[src/design/lli_pkg.sv]
// Shared types and constants for the 2D line-line intersection block.
// No dependencies.
`default_nettype none
package lli_pkg;

  localparam int CoordWidth  = 32;
  localparam int DirWidth    = 16;
  localparam int DirFrac     = 14;
  localparam int ThreshWidth = 29;
  localparam int DenWidth    = 32;
  localparam int NumWidth    = 63;  // |num| << DirFrac
  localparam int QuoWidth    = 49;  // quotient after clamp to 2^48
  localparam int DivStages   = NumWidth;
  localparam logic [ThreshWidth-1:0] ThreshReset = 29'd268;

  typedef struct packed {
    logic signed [CoordWidth-1:0] first_point_x;
    logic signed [CoordWidth-1:0] first_point_y;
    logic signed [DirWidth-1:0]   first_dir_x;
    logic signed [DirWidth-1:0]   first_dir_y;
    logic signed [CoordWidth-1:0] second_point_x;
    logic signed [CoordWidth-1:0] second_point_y;
    logic signed [DirWidth-1:0]   second_dir_x;
    logic signed [DirWidth-1:0]   second_dir_y;
  } in_item_t;

  typedef struct packed {
    logic signed [CoordWidth-1:0] cross_x;
    logic signed [CoordWidth-1:0] cross_y;
    logic [CoordWidth-1:0]        along_distance;
    logic                         is_parallel;
  } out_item_t;

  typedef struct packed {
    logic                         parallel;
    logic                         flip;
    logic [DenWidth-1:0]          den;
    logic [NumWidth-1:0]          num;
    logic signed [CoordWidth-1:0] px;
    logic signed [CoordWidth-1:0] py;
    logic signed [DirWidth-1:0]   rx;
    logic signed [DirWidth-1:0]   ry;
  } job_t;

endpackage
`default_nettype wire

[src/design/lli_queue.sv]
// Small FIFO of classified jobs between the front end and the divider.
// Depends on lli_pkg.
`default_nettype none
module lli_queue (
  input  wire logic          clk,
  input  wire logic          rst,
  input  wire logic          push,
  input  wire lli_pkg::job_t push_job,
  output logic               pop_valid,
  output lli_pkg::job_t      pop_job,
  output logic               afull
);

  lli_pkg::job_t mem [0:7];
  logic [2:0]    wp, rp;
  logic [3:0]    count;
  logic          pop;

  // back end never stalls, so the head leaves every cycle it is present
  assign pop       = count != '0;
  assign afull     = count >= 4'd4;

  always_ff @(posedge clk) begin
    if (rst) begin
      wp <= '0;
      rp <= '0;
      count <= '0;
      pop_valid <= 1'b0;
    end else begin
      if (push) wp <= wp + 3'd1;
      if (pop) rp <= rp + 3'd1;
      count <= count + {3'b0, push} - {3'b0, pop};
      pop_valid <= pop;
    end
    if (push) mem[wp] <= push_job;
    pop_job <= mem[rp];
  end

endmodule
`default_nettype wire

[config.mk]
export PLATFORM = sky130hd
export DESIGN_NAME = lli_queue
export DESIGN_NICKNAME = d
export VERILOG_FILES = /design/src/design/lli_pkg.sv /design/src/design/lli_queue.sv
export SDC_FILE = /design/constraint.sdc
export NUM_CORES = 2
export LEC_CHECK = 0
export BUFFER_PORTS_ARGS = -buffer_cell sky130_fd_sc_hd__buf_2
export CAP_MARGIN = 15
export CORE_UTILIZATION = 59
export DETAILED_ROUTE_END_ITERATION = 6
export GPL_TIMING_DRIVEN = 0
export PLACE_DENSITY = 0.76
export SYNTH_ARGS = -nofsm -noshare
export SYNTH_HDL_FRONTEND = slang
export SYNTH_SLANG_ARGS = --single-unit
[constraint.sdc]
create_clock -name clk -period 35.5 [get_ports clk]
set_clock_uncertainty 0.1 [all_clocks]
set_input_delay 7.1 -clock clk [delete_from_list [all_inputs] [get_ports clk]]
set_output_delay 7.1 -clock clk [all_outputs]
set_load 0.05 [all_outputs]
==> impl_results.html, run 1 <==
<table>
<tr><th>Metric</th><th>Value</th></tr>
<tr><th colspan="2">Outcome</th></tr>
<tr><td>Status</td><td>complete, no violations</td></tr>
<tr><th colspan="2">Layout</th></tr>
<tr><td>Flip-flop and latch area</td><td>between 50000 and 60000 um2</td></tr>
<tr><td>Ratio of cells with drive above 1 in the final layout</td><td>between 40% and 50%</td></tr>
<tr><td>Layout overhead on the synthesized area</td><td>17.7%</td></tr>
<tr><td>Count of nets after finishing</td><td>3364</td></tr>
<tr><td>Most common cell after layout, fill and taps aside</td><td>sky130_fd_sc_hd__edfxtp_1</td></tr>
<tr><td>Area of all placed cells without fillers</td><td>about 73000 um2</td></tr>
<tr><td>Area taken by multi-input logic gates</td><td>around 11000 um2</td></tr>
<tr><td>Share of the core filled with cells in the final layout</td><td>70.4%</td></tr>
<tr><td>Number of fill cells</td><td>between 6000 and 7000</td></tr>
<tr><td>Commonest non-fill, non-tap cells in the layout</td><td>sky130_fd_sc_hd__edfxtp_1, sky130_fd_sc_hd__buf_2, sky130_fd_sc_hd__mux4_2</td></tr>
<tr><th colspan="2">Global routing</th></tr>
<tr><td>Via count of the first global-routing pass</td><td>29800</td></tr>
<tr><td>Global-route wire length before repair</td><td>195000 um</td></tr>
<tr><td>Aggregate global-route resource usage</td><td>about a quarter</td></tr>
<tr><td>Largest net degree at the start of global routing</td><td>26</td></tr>
<tr><td>Remaining global-route overflow</td><td>0</td></tr>
<tr><td>Number of antenna violations at the first check in global routing</td><td>30</td></tr>
<tr><th colspan="2">Clock network</th></tr>
<tr><td>Sinks on Clock Net</td><td>1748</td></tr>
<tr><td>CTS Root Buffer Type</td><td>sky130_fd_sc_hd__clkbuf_16</td></tr>
<tr><td>Clock-pin transition on the worst setup and hold timing paths</td><td>0.06 ns</td></tr>
<tr><td>Count of buffers added by post-CTS timing repair for setup</td><td>0</td></tr>
<tr><td>Total of hold buffers inserted after clock tree synthesis</td><td>0</td></tr>
<tr><td>Post-CTS resize count</td><td>0</td></tr>
<tr><td>Clock latency on the worst-skew pair</td><td>approximately 0.75 ns</td></tr>
<tr><td>TritonCTS clock tree</td><td>yes</td></tr>
<tr><td>Count of H-tree levels built during CTS</td><td>4</td></tr>
<tr><td>Number of buffers inserted during clock tree synthesis</td><td>roughly 170</td></tr>
<tr><td>Clock buffer depth</td><td>3</td></tr>
<tr><th colspan="2">Synthesis</th></tr>
<tr><td>Seq cells post-synth</td><td>roughly 1700</td></tr>
<tr><td>Sequential area share after synthesis</td><td>between 80% and 90%</td></tr>
<tr><td>Summed instance area of the synthesized netlist</td><td>a little over 60000 um2</td></tr>
<tr><td>Avg Synthesized Cell Area</td><td>25.0 um2</td></tr>
<tr><td>Net count after synthesis</td><td>~2700</td></tr>
<tr><td>Library cells used by synthesis</td><td>25</td></tr>
<tr><td>Cell count after synthesis</td><td>approximately 2500</td></tr>
<tr><td>Number of warning messages in the yosys log</td><td>0</td></tr>
<tr><th colspan="2">STA</th></tr>
<tr><td>Tcrit/Tclk final</td><td>26.0%</td></tr>
<tr><td>Tightest hold margin</td><td>between 0.4 and 0.5 ns</td></tr>
<tr><td>Clock period minus worst slack</td><td>between 9 and 10 ns</td></tr>
<tr><td>Setup TNS</td><td>0 ns</td></tr>
<tr><td>Final setup violation count</td><td>0</td></tr>
<tr><td>Tightest Pin Transition</td><td>between 1 and 1.5 ns</td></tr>
<tr><td>Number of hold violations in the final report</td><td>0</td></tr>
<tr><td>Maximum frequency from static timing analysis</td><td>about 110 MHz</td></tr>
<tr><td>RSZ-0062 raised after global routing</td><td>no</td></tr>
<tr><td>Headroom to the max-slew limit</td><td>26.3%</td></tr>
<tr><td>Number of slew-limit violations in the final report</td><td>0</td></tr>
<tr><th colspan="2">Floorplan</th></tr>
<tr><td>Die extent in x</td><td>327 um</td></tr>
<tr><td>Placement Rows</td><td>118</td></tr>
<tr><td>Die Height</td><td>roughly 330 um</td></tr>
<tr><td>Initial standard-cell utilization of the core</td><td>about three fifths</td></tr>
<tr><td>Area enclosed by the die boundary</td><td>approximately 110000 um2</td></tr>
<tr><td>Core Box Area</td><td>between 100000 and 150000 um2</td></tr>
<tr><td>Num ports</td><td>391</td></tr>
<tr><th colspan="2">Placed design</th></tr>
<tr><td>Post-DP HPWL</td><td>~83000 um</td></tr>
<tr><td>Gp weighted congestion</td><td>approximately 0.73</td></tr>
<tr><td>Area after DPL</td><td>67900 um2</td></tr>
<tr><td>Port Buffers</td><td>390</td></tr>
<tr><th colspan="2">Drt</th></tr>
<tr><td>Post-DR vias/cell</td><td>between 6 and 7</td></tr>
<tr><td>Post-DR wirelength/cell</td><td>around 28 um</td></tr>
<tr><td>Violation count after the first detailed-route iteration</td><td>between 2000 and 3000</td></tr>
<tr><td>Number of vias after detailed routing</td><td>between 20000 and 30000</td></tr>
<tr><td>Detailed-route wire length</td><td>134000 um</td></tr>
<tr><td>Post-route antenna net violation count</td><td>0</td></tr>
<tr><td>Post-route DRC</td><td>0</td></tr>
<tr><td>Detailed Routing Iterations Pass 1</td><td>5</td></tr>
<tr><th colspan="2">Critical path</th></tr>
<tr><td>Worst reg2reg setup slack</td><td>~32 ns</td></tr>
<tr><td>Arrival time at the worst endpoint</td><td>around 9.6 ns</td></tr>
<tr><td>Worst Setup End Kind</td><td>flip-flop</td></tr>
<tr><td>Kind of critical path</td><td>in -&gt; reg</td></tr>
<tr><td>CP max FO</td><td>9</td></tr>
<tr><td>Startpoint of the worst register-to-register path</td><td>wp[2]</td></tr>
<tr><td>Kind of launch point of the worst setup path</td><td>primary input</td></tr>
<tr><td>Timing startpoint of the critical path</td><td>push</td></tr>
<tr><td>CP Data Required Time</td><td>35.86 ns</td></tr>
<tr><th colspan="2">Power</th></tr>
<tr><td>Peak supply drop</td><td>approximately 0.083 mV</td></tr>
<tr><td>PwrDens</td><td>approximately 77 nW/um2</td></tr>
<tr><td>Leakage power summed over all cells</td><td>~0.024 uW</td></tr>
<tr><th colspan="2">Min path</th></tr>
<tr><td>HP Start</td><td>wp[2]</td></tr>
<tr><td>Min-Delay Path Class</td><td>reg -&gt; reg</td></tr>
<tr><th colspan="2">Flow run</th></tr>
<tr><td>Max cap viols</td><td>0</td></tr>
</table>
-- final cells by class --
cell class	instances	area share (%)
Inverter	10	0.0511
Antenna cell	19	0.0648
Multi-Input combinational cell	626	15.3
Clock inverter	80	1.09
Timing Repair Buffer	498	5.05
Buffer	109	0.987
Tap cell	1380	2.35
Sequential cell	1748	68.7
Clock buffer	230	6.39
-- stage by stage --
stage / setup WS [ns] / cells / total power, uW
floorplan: 14.23 / 2493 / 3550
global route: 26.26 / 4687 / 5820
finish: 26.28 / 4700 / 5630
global placement: -0.334 / 4263 / 3920
detailed placement: 25.55 / 4371 / 3930
CTS: 26.32 / 4681 / 5680
-- worst max-delay path, cell delays in order --
cell and delay, ns:
sky130_fd_sc_hd__buf_2 0.16, sky130_fd_sc_hd__nand2b_1 0.26, sky130_fd_sc_hd__nor3_2 0.58, sky130_fd_sc_hd__buf_6 0.23
sky130_fd_sc_hd__buf_6 0.16, sky130_fd_sc_hd__buf_6 0.17, sky130_fd_sc_hd__buf_6 0.18, sky130_fd_sc_hd__buf_6 0.18
sky130_fd_sc_hd__buf_6 0.19, sky130_fd_sc_hd__buf_6 0.18, sky130_fd_sc_hd__buf_6 0.17
-- Yosys cell counts --
library cell | n | area (um2)
sky130_fd_sc_hd__mux2i_1 | 2 | 20.0
sky130_fd_sc_hd__o21ai_0 | 1 | 5.00
sky130_fd_sc_hd__nor3_1 | 2 | 10.0
sky130_fd_sc_hd__nor2_1 | 15 | 56.3
sky130_fd_sc_hd__a31o_2 | 1 | 8.76
sky130_fd_sc_hd__nor2b_1 | 1 | 6.26
sky130_fd_sc_hd__clkbuf_1 | 31 | 116
sky130_fd_sc_hd__xnor2_1 | 1 | 8.76
sky130_fd_sc_hd__buf_2 | 30 | 150
sky130_fd_sc_hd__or3_1 | 1 | 6.26
sky130_fd_sc_hd__buf_1 | 11 | 41.3
sky130_fd_sc_hd__mux2_2 | 193 | 2170
sky130_fd_sc_hd__nor3b_1 | 1 | 7.51
sky130_fd_sc_hd__nand2b_1 | 4 | 25.0
sky130_fd_sc_hd__buf_6 | 37 | 417
sky130_fd_sc_hd__fa_1 | 1 | 20.0
sky130_fd_sc_hd__inv_1 | 10 | 37.5
sky130_fd_sc_hd__nand2_1 | 3 | 11.3
sky130_fd_sc_hd__dfxtp_1 | 204 | 4080
sky130_fd_sc_hd__mux4_2 | 386 | 8690
sky130_fd_sc_hd__a21oi_1 | 3 | 15.0
sky130_fd_sc_hd__edfxtp_1 | 1544 | 46400
sky130_fd_sc_hd__ha_1 | 7 | 87.6
sky130_fd_sc_hd__nand3_1 | 1 | 5.00
sky130_fd_sc_hd__xor2_1 | 3 | 26.3
-- kinds of logic after synthesis --
kind of cell	synth area share (%)
compound gates	0.0461
xor+xnor	0.0562
fa+ha+maj	0.172
buf+inv	1.22
flops	80.9
mux	17.4
simple gates	0.205
-- layer usage --
metal / wire length [um] / track usage [%] / up-vias
li1: - / - / 11900
met1: 50600 / 33.5 / 15000
met5: 245 / 0 / -
met3: 11800 / 6.82 / 227
met2: 67900 / 41.9 / 1117
met4: 3000 / 7.57 / 40
-- report_power, final --
| group | switching (uW) | leakage (uW) | internal, uW |
|---|---|---|---|
| combinational | 867 | 0.00578 | 556 |
| clock | 731 | 0.00267 | 1020 |
| sequential | 59.3 | 0.0157 | 2400 |
-- flip-flops by register name, summed over array words and instances (netlist names) --
| register | count |
|---|---|
| mem | 1544 |
| count | 4 |
| pop_job | 193 |
| wp | 3 |
| pop_valid | 1 |
| rp | 3 |
-- path summary, 6_finish.rpt --
check	cells past startpoint	endpoint
setup / recovery	11	mem[0][103]
hold / removal	2	wp[2]
setup reg to reg	10	mem[0][103]
hold reg to reg	2	wp[2]
(Power assumes the default switching activity.)
==> inputs of run 2 (changes only) <==
- clock period: 35.5 -> 8.7 ns (I/O delays scaled with it)
==> run 2 against run 1 <==
Effect of this change:
- critical path depth shrank 2
- wire length is 1.5% higher
- hold slack better by 0.00056 ns
- sequential cell count unchanged
- utilization rose by 0.23 points
- global-route usage increased by 0.32 points
- combinational power increased to 4.1 times the previous value
- cell count is 0.45% lower
- non-clock buffer count down 20
- first-iteration DRC count is the same
- register-to-register slack lost 27 ns
- clock power increased to 4.2 times the previous value
- largest cell class unchanged
- largest power group unchanged
==> impl_results.html, run 2 (synthesis results as in run 1) <==
<table>
<tr><th>Metric</th><th>Value</th></tr>
<tr><th colspan="2">Clock network</th></tr>
<tr><td>CTS Root Buffer Type</td><td>sky130_fd_sc_hd__clkbuf_16 (unchanged)</td></tr>
<tr><td>Post-CTS resize count</td><td>0 (unchanged)</td></tr>
<tr><td>Number of buffers inserted during clock tree synthesis</td><td>169 (was 167)</td></tr>
<tr><td>Clock-pin transition on the worst setup and hold timing paths</td><td>0.06 ns (about the same)</td></tr>
<tr><td>Count of H-tree levels built during CTS</td><td>4 (unchanged)</td></tr>
<tr><td>Sinks on Clock Net</td><td>1748 (unchanged)</td></tr>
<tr><td>Total of hold buffers inserted after clock tree synthesis</td><td>0 (unchanged)</td></tr>
<tr><td>TritonCTS clock tree</td><td>yes (unchanged)</td></tr>
<tr><td>Clock latency on the worst-skew pair</td><td>0.78 ns (was 0.75 ns)</td></tr>
<tr><td>Clock buffer depth</td><td>3 (unchanged)</td></tr>
<tr><td>Count of buffers added by post-CTS timing repair for setup</td><td>0 (unchanged)</td></tr>
<tr><th colspan="2">STA</th></tr>
<tr><td>Maximum frequency from static timing analysis</td><td>around 260 MHz</td></tr>
<tr><td>Number of hold violations in the final report</td><td>0 (unchanged)</td></tr>
<tr><td>Number of slew-limit violations in the final report</td><td>0 (unchanged)</td></tr>
<tr><td>RSZ-0062 raised after global routing</td><td>no (unchanged)</td></tr>
<tr><td>Tightest Pin Transition</td><td>1.04 ns (was 1.11 ns)</td></tr>
<tr><td>Tightest hold margin</td><td>0.471 ns (was 0.470 ns)</td></tr>
<tr><td>Tcrit/Tclk final</td><td>between 40% and 50%</td></tr>
<tr><td>Headroom to the max-slew limit</td><td>30.6% (was 26.3%)</td></tr>
<tr><td>Clock period minus worst slack</td><td>3.79 ns</td></tr>
<tr><td>Final setup violation count</td><td>0 (unchanged)</td></tr>
<tr><th colspan="2">Drt</th></tr>
<tr><td>Violation count after the first detailed-route iteration</td><td>2667 (unchanged)</td></tr>
<tr><td>Post-DR vias/cell</td><td>6.06 (was 6.01)</td></tr>
<tr><td>Number of vias after detailed routing</td><td>28300 (about the same)</td></tr>
<tr><td>Post-DR wirelength/cell</td><td>29.0 um (was 28.4 um)</td></tr>
<tr><td>Detailed-route wire length</td><td>136000 um (was 134000 um)</td></tr>
<tr><td>Detailed Routing Iterations Pass 1</td><td>5 (unchanged)</td></tr>
<tr><td>Post-route DRC</td><td>0 (unchanged)</td></tr>
<tr><td>Post-route antenna net violation count</td><td>0 (unchanged)</td></tr>
<tr><th colspan="2">Layout</th></tr>
<tr><td>Registers with the most flip-flops</td><td>mem x1544, pop_job x193, count x4 (unchanged)</td></tr>
<tr><td>Commonest non-fill, non-tap cells in the layout</td><td>sky130_fd_sc_hd__edfxtp_1, sky130_fd_sc_hd__buf_2, sky130_fd_sc_hd__mux4_2 (unchanged)</td></tr>
<tr><td>Share of the core filled with cells in the final layout</td><td>70.7% (was 70.4%)</td></tr>
<tr><td>Number of fill cells</td><td>6008 (was 6035)</td></tr>
<tr><td>Register containing the most flip-flops in the final layout</td><td>mem (unchanged)</td></tr>
<tr><td>Non-filler instance count after layout</td><td>4679 (was 4700)</td></tr>
<tr><td>Area taken by multi-input logic gates</td><td>11300 um2 (was 11200 um2)</td></tr>
<tr><td>Most common cell after layout, fill and taps aside</td><td>sky130_fd_sc_hd__edfxtp_1 (unchanged)</td></tr>
<tr><td>Area of all placed cells without fillers</td><td>73700 um2 (was 73400 um2)</td></tr>
<tr><td>Flip-flop and latch area</td><td>50400 um2 (unchanged)</td></tr>
<tr><td>Layout overhead on the synthesized area</td><td>18.1% (was 17.7%)</td></tr>
<tr><td>Max FFs per register</td><td>1544 (unchanged)</td></tr>
<tr><td>Count of nets after finishing</td><td>3346 (was 3364)</td></tr>
<tr><td>Ratio of cells with drive above 1 in the final layout</td><td>42.2% (was 42.3%)</td></tr>
<tr><th colspan="2">Placed design</th></tr>
<tr><td>Area after DPL</td><td>68000 um2 (was 67900 um2)</td></tr>
<tr><td>Post-DP HPWL</td><td>84100 um (was 83300 um)</td></tr>
<tr><td>Gp weighted congestion</td><td>0.743 (was 0.734)</td></tr>
<tr><td>Port Buffers</td><td>390 (unchanged)</td></tr>
<tr><td>Placed Instances</td><td>4351 (was 4371)</td></tr>
<tr><th colspan="2">Floorplan</th></tr>
<tr><td>Placement Rows</td><td>118 (unchanged)</td></tr>
<tr><td>Die Height</td><td>327 um (unchanged)</td></tr>
<tr><td>Num ports</td><td>391 (unchanged)</td></tr>
<tr><td>Die extent in x</td><td>327 um (unchanged)</td></tr>
<tr><td>Core Box Area</td><td>104000 um2 (unchanged)</td></tr>
<tr><td>Area enclosed by the die boundary</td><td>107000 um2 (unchanged)</td></tr>
<tr><td>Initial standard-cell utilization of the core</td><td>59.9% (unchanged)</td></tr>
<tr><th colspan="2">Critical path</th></tr>
<tr><td>Worst Setup End Kind</td><td>flip-flop (unchanged)</td></tr>
<tr><td>Number of cells on the worst reg-to-reg path</td><td>8 (was 10)</td></tr>
<tr><td>Timing startpoint of the critical path</td><td>push (unchanged)</td></tr>
<tr><td>Arrival time at the worst endpoint</td><td>4.16 ns (was 9.59 ns)</td></tr>
<tr><td>Startpoint of the worst register-to-register path</td><td>wp[2] (unchanged)</td></tr>
<tr><td>CP max FO</td><td>15 (was 9)</td></tr>
<tr><td>Kind of launch point of the worst setup path</td><td>primary input (unchanged)</td></tr>
<tr><td>CP Data Required Time</td><td>9.07 ns (was 35.86 ns)</td></tr>
<tr><td>Endpoint of the worst setup timing path</td><td>mem[0][63] (was mem[0][103])</td></tr>
<tr><td>Worst reg2reg setup slack</td><td>5.66 ns (was 32.37 ns)</td></tr>
<tr><td>Kind of critical path</td><td>in -&gt; reg (unchanged)</td></tr>
<tr><td>Capture point of the worst reg-to-reg path</td><td>mem[0][63] (was mem[0][103])</td></tr>
<tr><th colspan="2">Power</th></tr>
<tr><td>Peak supply drop</td><td>0.307 mV (was 0.0828 mV)</td></tr>
<tr><td>PwrDens</td><td>315 nW/um2 (was 76.7 nW/um2)</td></tr>
<tr><td>Leakage power summed over all cells</td><td>0.0243 uW (was 0.0242 uW)</td></tr>
<tr><td>Total power after layout</td><td>23200 uW (was 5630 uW)</td></tr>
<tr><th colspan="2">Global routing</th></tr>
<tr><td>Number of antenna violations at the first check in global routing</td><td>32 (was 30)</td></tr>
<tr><td>Largest net degree at the start of global routing</td><td>26 (unchanged)</td></tr>
<tr><td>Aggregate global-route resource usage</td><td>25.7% (was 25.4%)</td></tr>
<tr><td>Via count of the first global-routing pass</td><td>30000 (was 29800)</td></tr>
<tr><td>Remaining global-route overflow</td><td>0 (unchanged)</td></tr>
<tr><td>Global-route wire length before repair</td><td>198000 um (was 195000 um)</td></tr>
<tr><th colspan="2">Outcome</th></tr>
<tr><td>Status</td><td>complete, no violations (unchanged)</td></tr>
<tr><th colspan="2">Min path</th></tr>
<tr><td>Min-Delay Path Class</td><td>reg -&gt; reg (unchanged)</td></tr>
<tr><th colspan="2">Flow run</th></tr>
<tr><td>Max cap viols</td><td>0 (unchanged)</td></tr>
</table>
==> run 2: cell types whose count changed in the layout (fill, tap and decap cells not counted), sizes merged <==
cell,previous run,this run
buf,576,556
bufinv,13,15
clkinv,57,56
clkinvlp,8,4
diode,19,12
inv,12,21
==> run 2: routing by layer <==
metal	up-vias	wire length, um	track usage (%)	share of wire (%)
met2	1107	70000	43.0	52
li1	11900	-	-	-
met3	243	11100	6.90	8.2
met5	-	342	0	0.25
met4	50	2800	7.52	2.1
met1	15100	51400	33.4	38
==> run 2: area by class of cell <==
class                      instances  area share (%)
timing repair buffer             478            5.18
antenna                           12          0.0408
clock buffer                     230            6.38
multi-input combinational        626            15.3
buffer                           109           0.983
inverter                          10          0.0510
tap                             1380            2.34
sequential                      1748            68.5
clock inverter                    86            1.26
==> run 2: how the worst min path moves through the flow <==
| stage | startpoint | to | slack (ns) | cells after the start |
|---|---|---|---|---|
| after floorplan | wp[2] | wp[2] | 0.39 | 2 |
| after global placement | wp[2] | wp[2] | 0.41 | 2 |
| after detailed placement | wp[2] | wp[2] | 0.45 | 2 |
| after CTS | wp[2] | wp[2] | 0.46 | 2 |
| after global routing | wp[2] | wp[2] | 0.50 | 2 |
| final | wp[2] | wp[2] | 0.47 | 2 |
==> run 2: power breakdown <==
| part | switching (uW) | internal (uW) | total [uW] |
|---|---|---|---|
| clock network | 3060 | 4260 | 7320 |
| registers | 251 | 9780 | 10000 |
| logic | 3550 | 2280 | 5830 |
| total | 6870 | 16300 | 23200 |
==> run 2: metrics by stage <==
| stage | TNS [ns] | setup WS, ns |
|---|---|---|
| CTS | 0 | 4.92 |
| floorplan | -2447.47 | -2.02 |
| global route | 0 | 4.86 |
| global placement | - | -11.13 |
| detailed placement | 0 | 4.10 |
| finish | 0 | 4.91 |
==> run 2: critical path, cell delays in order <==
cell                       delay (ns)
sky130_fd_sc_hd__buf_2           0.18
sky130_fd_sc_hd__nand2b_1        0.28
sky130_fd_sc_hd__nor3_4          0.77
sky130_fd_sc_hd__buf_16          0.23
sky130_fd_sc_hd__buf_16          0.17
sky130_fd_sc_hd__buf_16          0.17
sky130_fd_sc_hd__buf_16          0.18
sky130_fd_sc_hd__buf_8           0.21
sky130_fd_sc_hd__buf_8           0.19
